$ cat src/rtl/pcs_pkg.sv
// shared types, widths and codes for the pool capacity select block
package pcs_pkg;

    // field and datapath widths, fixed by the field ranges
    localparam int PAGE_W  = 17;
    localparam int MAXP_W  = 11;
    localparam int MIN_W   = 17;
    localparam int SLOT_W  = 21;
    localparam int LARGE_W = 28;   // max_pages * page_bytes
    localparam int PROD_W  = 38;   // slot * min_slots, count * slot
    localparam int DIV_W   = 38;   // shared divider operand width
    localparam int COUNT_W = 28;   // widest count before saturation
    localparam int MUL_AW  = 28;
    localparam int MUL_BW  = 21;
    localparam int ADDR_W  = 4;
    localparam int DATA_W  = 32;

    // register indexes (paddr[3:2])
    localparam logic [1:0] REG_PAGE = 2'd0;
    localparam logic [1:0] REG_MAXP = 2'd1;
    localparam logic [1:0] REG_MIN  = 2'd2;

    // register reset values
    localparam logic [PAGE_W-1:0] PAGE_RST = PAGE_W'(4096);
    localparam logic [MAXP_W-1:0] MAXP_RST = MAXP_W'(16);
    localparam logic [MIN_W-1:0]  MIN_RST  = MIN_W'(16);

    typedef enum logic [3:0] {
        S_IDLE,
        S_LARGEST,
        S_PMIN,
        S_DECIDE,
        S_GCD,
        S_GCD_WAIT,
        S_CNT_WAIT,
        S_SPAN,
        S_SPAN_CMP,
        S_OVER_WAIT,
        S_FITS_WAIT,
        S_FITS_MUL,
        S_MOD_WAIT,
        S_TOP_WAIT,
        S_SAT
    } t_state;

    typedef struct packed {
        logic             start;
        logic [DIV_W-1:0] dividend;
        logic [DIV_W-1:0] divisor;
    } t_div_req;

    typedef struct packed {
        logic             done;
        logic [DIV_W-1:0] quot;
        logic [DIV_W-1:0] rem;
    } t_div_rsp;

endpackage

$ cat src/rtl/pcs_div.sv
// restoring radix-2 divider, one quotient bit per cycle
module pcs_div (
    input  logic               i_clk,
    input  logic               i_rst_n,
    input  pcs_pkg::t_div_req  i_req,
    output pcs_pkg::t_div_rsp  o_rsp
);

    localparam int W      = pcs_pkg::DIV_W;
    localparam int STEP_W = $clog2(W + 1);

    logic              r_busy;
    logic              r_done;
    logic [STEP_W-1:0] r_step;
    logic [W-1:0]      r_rem;
    logic [W-1:0]      r_quot;
    logic [W-1:0]      r_dvs;

    logic [W:0]   shifted;
    logic [W:0]   diff;
    logic         fits;
    logic [W-1:0] n_rem;
    logic [W-1:0] n_quot;

    always_comb begin
        shifted = {r_rem, r_quot[W-1]};
        diff    = shifted - {1'b0, r_dvs};
        fits    = ~diff[W];
        n_rem   = fits ? diff[W-1:0] : shifted[W-1:0];
        n_quot  = {r_quot[W-2:0], fits};
    end

    always_ff @(posedge i_clk) begin
        if (!i_rst_n) begin
            r_busy <= 1'b0;
            r_done <= 1'b0;
            r_step <= '0;
        end else begin
            r_done <= 1'b0;
            if (i_req.start) begin
                r_busy <= 1'b1;
                r_step <= STEP_W'(W);
            end else if (r_busy) begin
                r_step <= r_step - STEP_W'(1);
                if (r_step == STEP_W'(1)) begin
                    r_busy <= 1'b0;
                    r_done <= 1'b1;
                end
            end
        end
    end

    always_ff @(posedge i_clk) begin
        if (i_req.start) begin
            r_rem  <= '0;
            r_quot <= i_req.dividend;
            r_dvs  <= i_req.divisor;
        end else if (r_busy) begin
            r_rem  <= n_rem;
            r_quot <= n_quot;
        end
    end

    assign o_rsp.done = r_done;
    assign o_rsp.quot = r_quot;
    assign o_rsp.rem  = r_rem;

endmodule

$ cat src/rtl/pool_capacity_select_core.sv
// top level of the pool capacity select block: registers, sequencer, multiplier, divider
//
//  channel   direction  signals                                  transaction when
//  ------------------------------------------------------------------------------------
//  input     in         i_in_valid, o_in_stall, i_slot_bytes     i_in_valid & !o_in_stall
//  output    out        o_out_valid, i_out_stall, o_slot_count   o_out_valid & !i_out_stall
//  config    in/out     psel, penable, pwrite, paddr, pwdata,    psel & penable & pwrite
//                       prdata, pready                           & pready
//
// the time for one slot size is set by the shared 38-bit divider, used once per gcd step
// plus up to two further divisions; a zero slot size needs no division at all
// reset is synchronous, active low, and restores the register defaults
// o_in_stall is high from acceptance until the result is loaded into the output register
// a result waiting under i_out_stall holds the sequencer in its final state only;
// no new slot size is taken meanwhile, since o_in_stall stays high
module pool_capacity_select_core #(
    parameter int SIZE_BITS = 27
) (
    input  logic                         i_clk,
    input  logic                         i_rst_n,
    // input transactions
    input  logic                         i_in_valid,
    output logic                         o_in_stall,
    input  logic [pcs_pkg::SLOT_W-1:0]   i_slot_bytes,
    // output transactions
    output logic                         o_out_valid,
    input  logic                         i_out_stall,
    output logic [SIZE_BITS-1:0]         o_slot_count,
    // configuration port
    input  logic                         psel,
    input  logic                         penable,
    input  logic                         pwrite,
    input  logic [pcs_pkg::ADDR_W-1:0]   paddr,
    input  logic [pcs_pkg::DATA_W-1:0]   pwdata,
    output logic [pcs_pkg::DATA_W-1:0]   prdata,
    output logic                         pready
);

    localparam int XW = (SIZE_BITS > pcs_pkg::COUNT_W) ? SIZE_BITS : pcs_pkg::COUNT_W;

    // configuration registers
    logic [pcs_pkg::PAGE_W-1:0] r_page;
    logic [pcs_pkg::MAXP_W-1:0] r_maxp;
    logic [pcs_pkg::MIN_W-1:0]  r_min;

    // sequencer and datapath registers
    pcs_pkg::t_state             r_state, n_state;
    logic [pcs_pkg::SLOT_W-1:0]  r_slot, n_slot;
    logic [pcs_pkg::LARGE_W-1:0] r_largest, n_largest;
    logic [pcs_pkg::PROD_W-1:0]  r_prod, n_prod;
    logic [pcs_pkg::SLOT_W-1:0]  r_a, n_a;
    logic [pcs_pkg::SLOT_W-1:0]  r_b, n_b;
    logic [pcs_pkg::COUNT_W-1:0] r_count, n_count;
    logic                        r_out_valid;
    logic [SIZE_BITS-1:0]        r_out_count;

    // shared multiplier
    logic [pcs_pkg::MUL_AW-1:0]               mul_a;
    logic [pcs_pkg::MUL_BW-1:0]               mul_b;
    logic [pcs_pkg::MUL_AW+pcs_pkg::MUL_BW-1:0] mul_p;

    // shared divider
    pcs_pkg::t_div_req div_req;
    pcs_pkg::t_div_rsp div_rsp;

    // saturation
    logic [XW-1:0] cnt_x;
    logic [XW-1:0] sat_lim;
    logic [XW-1:0] sat_cnt;
    logic          out_free;
    logic          cfg_wr;

    // -------------------------------------------------------------- configuration
    assign cfg_wr = psel & penable & pwrite;
    assign pready = 1'b1;

    always_ff @(posedge i_clk) begin
        if (!i_rst_n) begin
            r_page <= pcs_pkg::PAGE_RST;
            r_maxp <= pcs_pkg::MAXP_RST;
            r_min  <= pcs_pkg::MIN_RST;
        end else if (cfg_wr) begin
            unique case (paddr[3:2])
                pcs_pkg::REG_PAGE: r_page <= pwdata[pcs_pkg::PAGE_W-1:0];
                pcs_pkg::REG_MAXP: r_maxp <= pwdata[pcs_pkg::MAXP_W-1:0];
                pcs_pkg::REG_MIN:  r_min  <= pwdata[pcs_pkg::MIN_W-1:0];
                default: ;
            endcase
        end
    end

    always_comb begin
        unique case (paddr[3:2])
            pcs_pkg::REG_PAGE: prdata = pcs_pkg::DATA_W'(r_page);
            pcs_pkg::REG_MAXP: prdata = pcs_pkg::DATA_W'(r_maxp);
            pcs_pkg::REG_MIN:  prdata = pcs_pkg::DATA_W'(r_min);
            default:           prdata = '0;
        endcase
    end

    // -------------------------------------------------------------- shared units
    pcs_div u_div (
        .i_clk   (i_clk),
        .i_rst_n (i_rst_n),
        .i_req   (div_req),
        .o_rsp   (div_rsp)
    );

    // operand select for the one multiplier; every product lands in a register
    always_comb begin
        unique case (r_state)
            pcs_pkg::S_LARGEST: begin
                mul_a = pcs_pkg::MUL_AW'(r_maxp);
                mul_b = pcs_pkg::MUL_BW'(r_page);
            end
            pcs_pkg::S_PMIN: begin
                mul_a = pcs_pkg::MUL_AW'(r_min);
                mul_b = r_slot;
            end
            pcs_pkg::S_SPAN: begin
                mul_a = r_count;
                mul_b = r_slot;
            end
            pcs_pkg::S_FITS_MUL: begin
                mul_a = div_rsp.quot[pcs_pkg::MUL_AW-1:0];
                mul_b = r_count[pcs_pkg::MUL_BW-1:0];
            end
            default: begin
                mul_a = '0;
                mul_b = '0;
            end
        endcase
    end

    assign mul_p = mul_a * mul_b;

    // saturate at half the output range
    assign cnt_x    = XW'(r_count);
    assign sat_lim  = XW'(1) << (SIZE_BITS - 1);
    assign sat_cnt  = (cnt_x > sat_lim) ? sat_lim : cnt_x;
    assign out_free = ~r_out_valid | ~i_out_stall;

    // -------------------------------------------------------------- sequencer
    always_comb begin
        n_state          = r_state;
        n_slot           = r_slot;
        n_largest        = r_largest;
        n_prod           = r_prod;
        n_a              = r_a;
        n_b              = r_b;
        n_count          = r_count;
        div_req.start    = 1'b0;
        div_req.dividend = '0;
        div_req.divisor  = '0;

        unique case (r_state)
            pcs_pkg::S_IDLE: begin
                if (i_in_valid) begin
                    n_slot  = i_slot_bytes;
                    n_state = pcs_pkg::S_LARGEST;
                end
            end
            pcs_pkg::S_LARGEST: begin
                n_largest = mul_p[pcs_pkg::LARGE_W-1:0];
                n_state   = pcs_pkg::S_PMIN;
            end
            pcs_pkg::S_PMIN: begin
                n_prod  = mul_p[pcs_pkg::PROD_W-1:0];
                n_state = pcs_pkg::S_DECIDE;
            end
            pcs_pkg::S_DECIDE: begin
                priority if (r_slot == '0) begin
                    n_count = '0;
                    n_state = pcs_pkg::S_SAT;
                end else if (r_prod < pcs_pkg::PROD_W'(r_largest)) begin
                    // page-fitting path, start the gcd loop on page and slot
                    n_a     = pcs_pkg::SLOT_W'(r_page);
                    n_b     = r_slot;
                    n_state = pcs_pkg::S_GCD;
                end else begin
                    // minimum path, top up to fill the last page
                    n_count = pcs_pkg::COUNT_W'(r_min);
                    if (r_page == '0) begin
                        n_state = pcs_pkg::S_SAT;
                    end else begin
                        div_req.start    = 1'b1;
                        div_req.dividend = pcs_pkg::DIV_W'(r_prod);
                        div_req.divisor  = pcs_pkg::DIV_W'(r_page);
                        n_state          = pcs_pkg::S_MOD_WAIT;
                    end
                end
            end
            pcs_pkg::S_GCD: begin
                div_req.start = 1'b1;
                if (r_b == '0) begin
                    // gcd found in r_a: start count = page / gcd
                    div_req.dividend = pcs_pkg::DIV_W'(r_page);
                    div_req.divisor  = pcs_pkg::DIV_W'(r_a);
                    n_state          = pcs_pkg::S_CNT_WAIT;
                end else begin
                    div_req.dividend = pcs_pkg::DIV_W'(r_a);
                    div_req.divisor  = pcs_pkg::DIV_W'(r_b);
                    n_state          = pcs_pkg::S_GCD_WAIT;
                end
            end
            pcs_pkg::S_GCD_WAIT: begin
                if (div_rsp.done) begin
                    n_a     = r_b;
                    n_b     = div_rsp.rem[pcs_pkg::SLOT_W-1:0];
                    n_state = pcs_pkg::S_GCD;
                end
            end
            pcs_pkg::S_CNT_WAIT: begin
                if (div_rsp.done) begin
                    n_count = div_rsp.quot[pcs_pkg::COUNT_W-1:0];
                    n_state = pcs_pkg::S_SPAN;
                end
            end
            pcs_pkg::S_SPAN: begin
                n_prod  = mul_p[pcs_pkg::PROD_W-1:0];
                n_state = pcs_pkg::S_SPAN_CMP;
            end
            pcs_pkg::S_SPAN_CMP: begin
                priority if (r_prod > pcs_pkg::PROD_W'(r_largest)) begin
                    // overshoot: as many slots as fit the largest size
                    div_req.start    = 1'b1;
                    div_req.dividend = pcs_pkg::DIV_W'(r_largest);
                    div_req.divisor  = pcs_pkg::DIV_W'(r_slot);
                    n_state          = pcs_pkg::S_OVER_WAIT;
                end else if (r_prod < pcs_pkg::PROD_W'(r_largest)) begin
                    div_req.start    = 1'b1;
                    div_req.dividend = pcs_pkg::DIV_W'(r_largest);
                    div_req.divisor  = pcs_pkg::DIV_W'(r_prod);
                    n_state          = pcs_pkg::S_FITS_WAIT;
                end else begin
                    n_state = pcs_pkg::S_SAT;
                end
            end
            pcs_pkg::S_OVER_WAIT: begin
                if (div_rsp.done) begin
                    n_count = div_rsp.quot[pcs_pkg::COUNT_W-1:0];
                    n_state = pcs_pkg::S_SAT;
                end
            end
            pcs_pkg::S_FITS_WAIT: begin
                if (div_rsp.done) begin
                    if (div_rsp.quot >= pcs_pkg::DIV_W'(2)) begin
                        n_state = pcs_pkg::S_FITS_MUL;
                    end else begin
                        n_state = pcs_pkg::S_SAT;
                    end
                end
            end
            pcs_pkg::S_FITS_MUL: begin
                n_count = mul_p[pcs_pkg::COUNT_W-1:0];
                n_state = pcs_pkg::S_SAT;
            end
            pcs_pkg::S_MOD_WAIT: begin
                if (div_rsp.done) begin
                    if (div_rsp.rem > pcs_pkg::DIV_W'(r_slot)) begin
                        // unused tail of the last page, in whole slots
                        div_req.start    = 1'b1;
                        div_req.dividend = pcs_pkg::DIV_W'(r_page) - div_rsp.rem;
                        div_req.divisor  = pcs_pkg::DIV_W'(r_slot);
                        n_state          = pcs_pkg::S_TOP_WAIT;
                    end else begin
                        n_state = pcs_pkg::S_SAT;
                    end
                end
            end
            pcs_pkg::S_TOP_WAIT: begin
                if (div_rsp.done) begin
                    n_count = r_count + div_rsp.quot[pcs_pkg::COUNT_W-1:0];
                    n_state = pcs_pkg::S_SAT;
                end
            end
            pcs_pkg::S_SAT: begin
                if (out_free) begin
                    n_state = pcs_pkg::S_IDLE;
                end
            end
            default: n_state = pcs_pkg::S_IDLE;
        endcase
    end

    always_ff @(posedge i_clk) begin
        if (!i_rst_n) begin
            r_state <= pcs_pkg::S_IDLE;
        end else begin
            r_state <= n_state;
        end
    end

    always_ff @(posedge i_clk) begin
        r_slot    <= n_slot;
        r_largest <= n_largest;
        r_prod    <= n_prod;
        r_a       <= n_a;
        r_b       <= n_b;
        r_count   <= n_count;
    end

    // -------------------------------------------------------------- output register
    always_ff @(posedge i_clk) begin
        if (!i_rst_n) begin
            r_out_valid <= 1'b0;
        end else if ((r_state == pcs_pkg::S_SAT) && out_free) begin
            r_out_valid <= 1'b1;
        end else if (!i_out_stall) begin
            r_out_valid <= 1'b0;
        end
    end

    always_ff @(posedge i_clk) begin
        if ((r_state == pcs_pkg::S_SAT) && out_free) begin
            r_out_count <= sat_cnt[SIZE_BITS-1:0];
        end
    end

    assign o_in_stall   = (r_state != pcs_pkg::S_IDLE);
    assign o_out_valid  = r_out_valid;
    assign o_slot_count = r_out_count;

endmodule

$ cat config.mk
export PLATFORM = sky130hd
export DESIGN_NAME = pool_capacity_select_core
export DESIGN_NICKNAME = d
export VERILOG_FILES = /design/src/rtl/pcs_pkg.sv /design/src/rtl/pcs_div.sv /design/src/rtl/pool_capacity_select_core.sv
export SDC_FILE = /design/constraint.sdc
export NUM_CORES = 2
export LEC_CHECK = 0
export BUFFER_PORTS_ARGS = -buffer_cell sky130_fd_sc_hd__buf_2
export CORE_MARGIN = 2
export CORE_UTILIZATION = 39
export DETAILED_ROUTE_END_ITERATION = 10
export GPL_ROUTABILITY_DRIVEN = 0
export GPL_TIMING_DRIVEN = 0
export PLACE_DENSITY = 0.63
export REMOVE_ABC_BUFFERS = 1
export SLEW_MARGIN = 20
export SYNTH_ARGS = -nofsm -noshare
export SYNTH_HDL_FRONTEND = slang
export SYNTH_HIERARCHICAL = 1
export SYNTH_SLANG_ARGS = --single-unit
$ cat constraint.sdc
create_clock -name i_clk -period 11.9 [get_ports i_clk]
set_clock_uncertainty 0.2 [all_clocks]
set_input_delay 2.38 -clock i_clk [delete_from_list [all_inputs] [get_ports i_clk]]
set_output_delay 2.38 -clock i_clk [all_outputs]
set_load 0.005 [all_outputs]
==> summary by stage <==
Clocking
The H-tree was split into 2 levels. After clock tree synthesis, the repair step resized 0 gates. After clock tree synthesis, the clock-pin slew on the worst setup and hold paths is 0.06 ns. The CTS tree is done. Buffers added to address setup during post-CTS repair amount to 0.

The number of hold buffers added after CTS is 0. The buffer levels on the longest clock path is 3. Counting the buffers created by CTS gives between 40 and 50.

CTS placed an instance of sky130_fd_sc_hd__clkbuf_16 at the clock tree root. The clock sink count is approximately 360. At the later pin of the worst-skew pair, clock insertion delay measures roughly 0.59 ns.

Worst setup path
The worst setup path is captured at a flop. The startpoint identified for the worst register-to-register timing path is r_state[1]. The nature of the critical path startpoint is a flop.

The most critical setup path has its startpoint at r_state[1]. At the worst endpoint, the required time is 12.12 ns. Among all stages on the critical path, the largest delay is contributed by sky130_fd_sc_hd__nand2_1.

Along the worst path, the maximum fanout reaches 37. At the worst endpoint, the arrival time is around 11 ns. The critical path class is flop to flop. The biggest cell delay along the critical path is 0.95 ns.

Detailed routing
In the routed design, unresolved DRC markers number 0. The mean routed wirelength per cell is 23.5 microns. The detailed-routing iteration count for the pre-antenna-repair pass is 8. For this block, the initial DRC count from the detailed router was 3664. Detailed routing inserted a total of 32100 vias. After detailed routing, the number of vias per cell comes to 5.78. The remaining number of nets flagged by the antenna check after routing is 0. The wire length after detailed routing is between 100 and 150 mm.

Yosys
The post-synthesis register bit count is 356. The library cell with the largest summed area after synthesis is sky130_fd_sc_hd__fa_1. The share of the Yosys chip area taken by registers is 0.253.

During synthesis, Yosys emitted a total of 6 warnings. Yosys mapped a number of flops with a built-in enable equal to 260. Synthesis produced 4252 cells. The average instance in the mapped netlist occupies 9.04 sq um. Synthesis instantiated 89 different standard cells from the library. The proportion of synthesized flip-flops having asynchronous set or reset is 0.

By area the synthesized netlist is led by sky130_fd_sc_hd__fa_1 (23%), sky130_fd_sc_hd__edfxtp_1 (20%), sky130_fd_sc_hd__ha_1 (7.7%). The portion of synthesized cell area occupied by the leading cell type is 0.230. The most instantiated flip-flop cell in the synthesis netlist is sky130_fd_sc_hd__edfxtp_1. The cell area that synthesis handed to floorplanning was 38500 sq um.

Global routing
Global routing finished with a remaining overflow of 0. The global routing usage summed across all routing layers is 0.255. The pin count of the biggest net entering global routing is 65. The wire length of the first global-routing pass is 196 mm. The number of antenna violations at the first check in global routing came to 11. The via count of the first global-routing pass came to approximately 31000.

STA
The maximum frequency from static timing analysis is roughly 92 MHz. The smallest hold slack is 0.321 ns. Setup violations remaining at the end of the flow were counted as 0. The portion of the clock cycle consumed by the worst path in the final layout is 0.915. Setup repair after global routing left no endpoint under its margin. After layout, the minimum clock period comes to 10.89 ns. The final hold violation count is 0. The total count of max-transition violations in the final report was 0. The worst-margin pin slew is between 1 and 1.5 ns. The relative max-transition margin is 0.172.

Floorplan
During I/O placement, the number of pins put on the boundary was 126. The floorplan step defined a die boundary enclosing between 100000 and 150000 sq um. The floorplan has 115 rows. The die width is 318 microns. For this configuration, the core starts out at a cell density of 0.392. The chip height is around 320 microns.

The area inside the core boundary is a little under 100000 sq um.

Cells and area
Of the cells placed in the final design, the portion with a size suffix greater than 1 is 0.0756. Leaving out fill and tap cells, the most frequent cells in the layout are sky130_fd_sc_hd__nand2_1 (617), sky130_fd_sc_hd__inv_1 (601), sky130_fd_sc_hd__fa_1 (442). Once layout is complete, the utilization of the core stands at 0.426.

For this run, the post-layout net count is 4970. The most common cell after layout, fill and taps aside is sky130_fd_sc_hd__nand2_1. The fill cell total of the finished layout is 9589.

The area added between synthesis and finish is 8.74%.

Flow run
Max-cap violations in this run came to 0.

Placed design
Detailed placement finished with a half-perimeter wire length of about 100 mm. The number of I/O port buffers is 92.

Pwr
Power spread over the standard cell area amounts to about 170 nW/um^2. The static leakage is 17.6 nW. The maximum vdd drop is 227 uV.

Min path
In this run the most critical hold path is launched from r_min[1]. The worst hold path belongs to the class flop to flop.

Status
The flow ran to the end, and the final reports show no timing, DRC or antenna violations.
==> power breakdown <==
group | switching [W] | internal [W]
Combinational | 0.00228 | 0.00132
Clock | 0.000552 | 0.000773
Sequential | 0.000550 | 0.00177
Total | 0.00338 | 0.00386
==> kinds of logic after synthesis <==
group | synth area share
simple gates | 0.154
buf+inv | 0.0848
compound gates | 0.137
fa+ha+maj | 0.307
flops | 0.253
xor+xnor | 0.0348
mux | 0.0295
other cells | 0.000195
==> final timing paths <==
kind	slack [ns]	cells after the start	endpoint
max	1.01	30	cnt_x[27]
min	0.32	2	r_min[1]
max reg2reg	1.01	30	cnt_x[27]
min reg2reg	0.32	2	r_min[1]
==> worst max-delay path: cells and delay by family (launching register included) <==
family          cells  cell delay (ns)
fa+ha+maj           8             3.88
compound gates      9             2.29
buf+inv             8             0.64
flops               1             0.90
xor+xnor            1             0.69
simple gates        4             2.10
==> cells in the mapped netlist, types with 51 or more instances <==
cell type	n
sky130_fd_sc_hd__and2_1	63
sky130_fd_sc_hd__nand2_1	621
sky130_fd_sc_hd__nand3_1	51
sky130_fd_sc_hd__xor2_1	61
sky130_fd_sc_hd__a21oi_1	162
sky130_fd_sc_hd__dfxtp_1	96
sky130_fd_sc_hd__ha_1	236
sky130_fd_sc_hd__nor2_1	398
sky130_fd_sc_hd__inv_1	602
sky130_fd_sc_hd__fa_1	442
sky130_fd_sc_hd__xnor2_1	85
sky130_fd_sc_hd__a22oi_1	68
sky130_fd_sc_hd__edfxtp_1	260
sky130_fd_sc_hd__o21ai_0	148
sky130_fd_sc_hd__clkbuf_1	158
sky130_fd_sc_hd__mux2_2	60
==> final cells by class <==
type	count	area [sq um]	share of cell area
tap	1287	1610	0.0385
sequential	356	9730	0.233
inverter	603	2260	0.0541
clock inverter	23	275	0.00658
antenna	4	10.0	0.000239
timing repair buffer	139	1080	0.0259
clock buffer	51	1100	0.0264
multi-input combinational	3087	25700	0.616
==> flip-flops by register name, summed over array words and instances (netlist names) <==
register,cells
u_div/r_rem,38
r_b,21
r_page,17
r_maxp,11
o_out_valid,1
r_largest,28
u_div/r_dvs,38
u_div/r_done,1
r_a,21
r_prod,38
u_div/r_step,6
o_slot_count,27
r_state,4
u_div/r_quot,38
u_div/r_busy,1
r_slot,21
r_min,17
cnt_x,28
==> layer usage <==
metal	track usage	share of wire	up-vias
met3	0.0572	0.11	401
met4	0.123	0.058	4
li1	-	-	14100
met2	0.399	0.44	1641
met1	0.335	0.39	15900
met5	0	0.00018	-
==> stage by stage <==
stage                     total power (W)  setup TNS, ns  std cells  worst slack [ns]  area, sq um
after floorplan                   0.00452              0       4046             0.135        37600
after global placement            0.00567        -261.21       5425             -5.11        39600
after detailed placement          0.00580              0       5472              1.26        40400
after CTS                         0.00715              0       5546              1.26        41800
after global routing              0.00764              0       5546             0.705        41800
final                             0.00724              0       5550              1.01        41800
(Power assumes the default switching activity.)
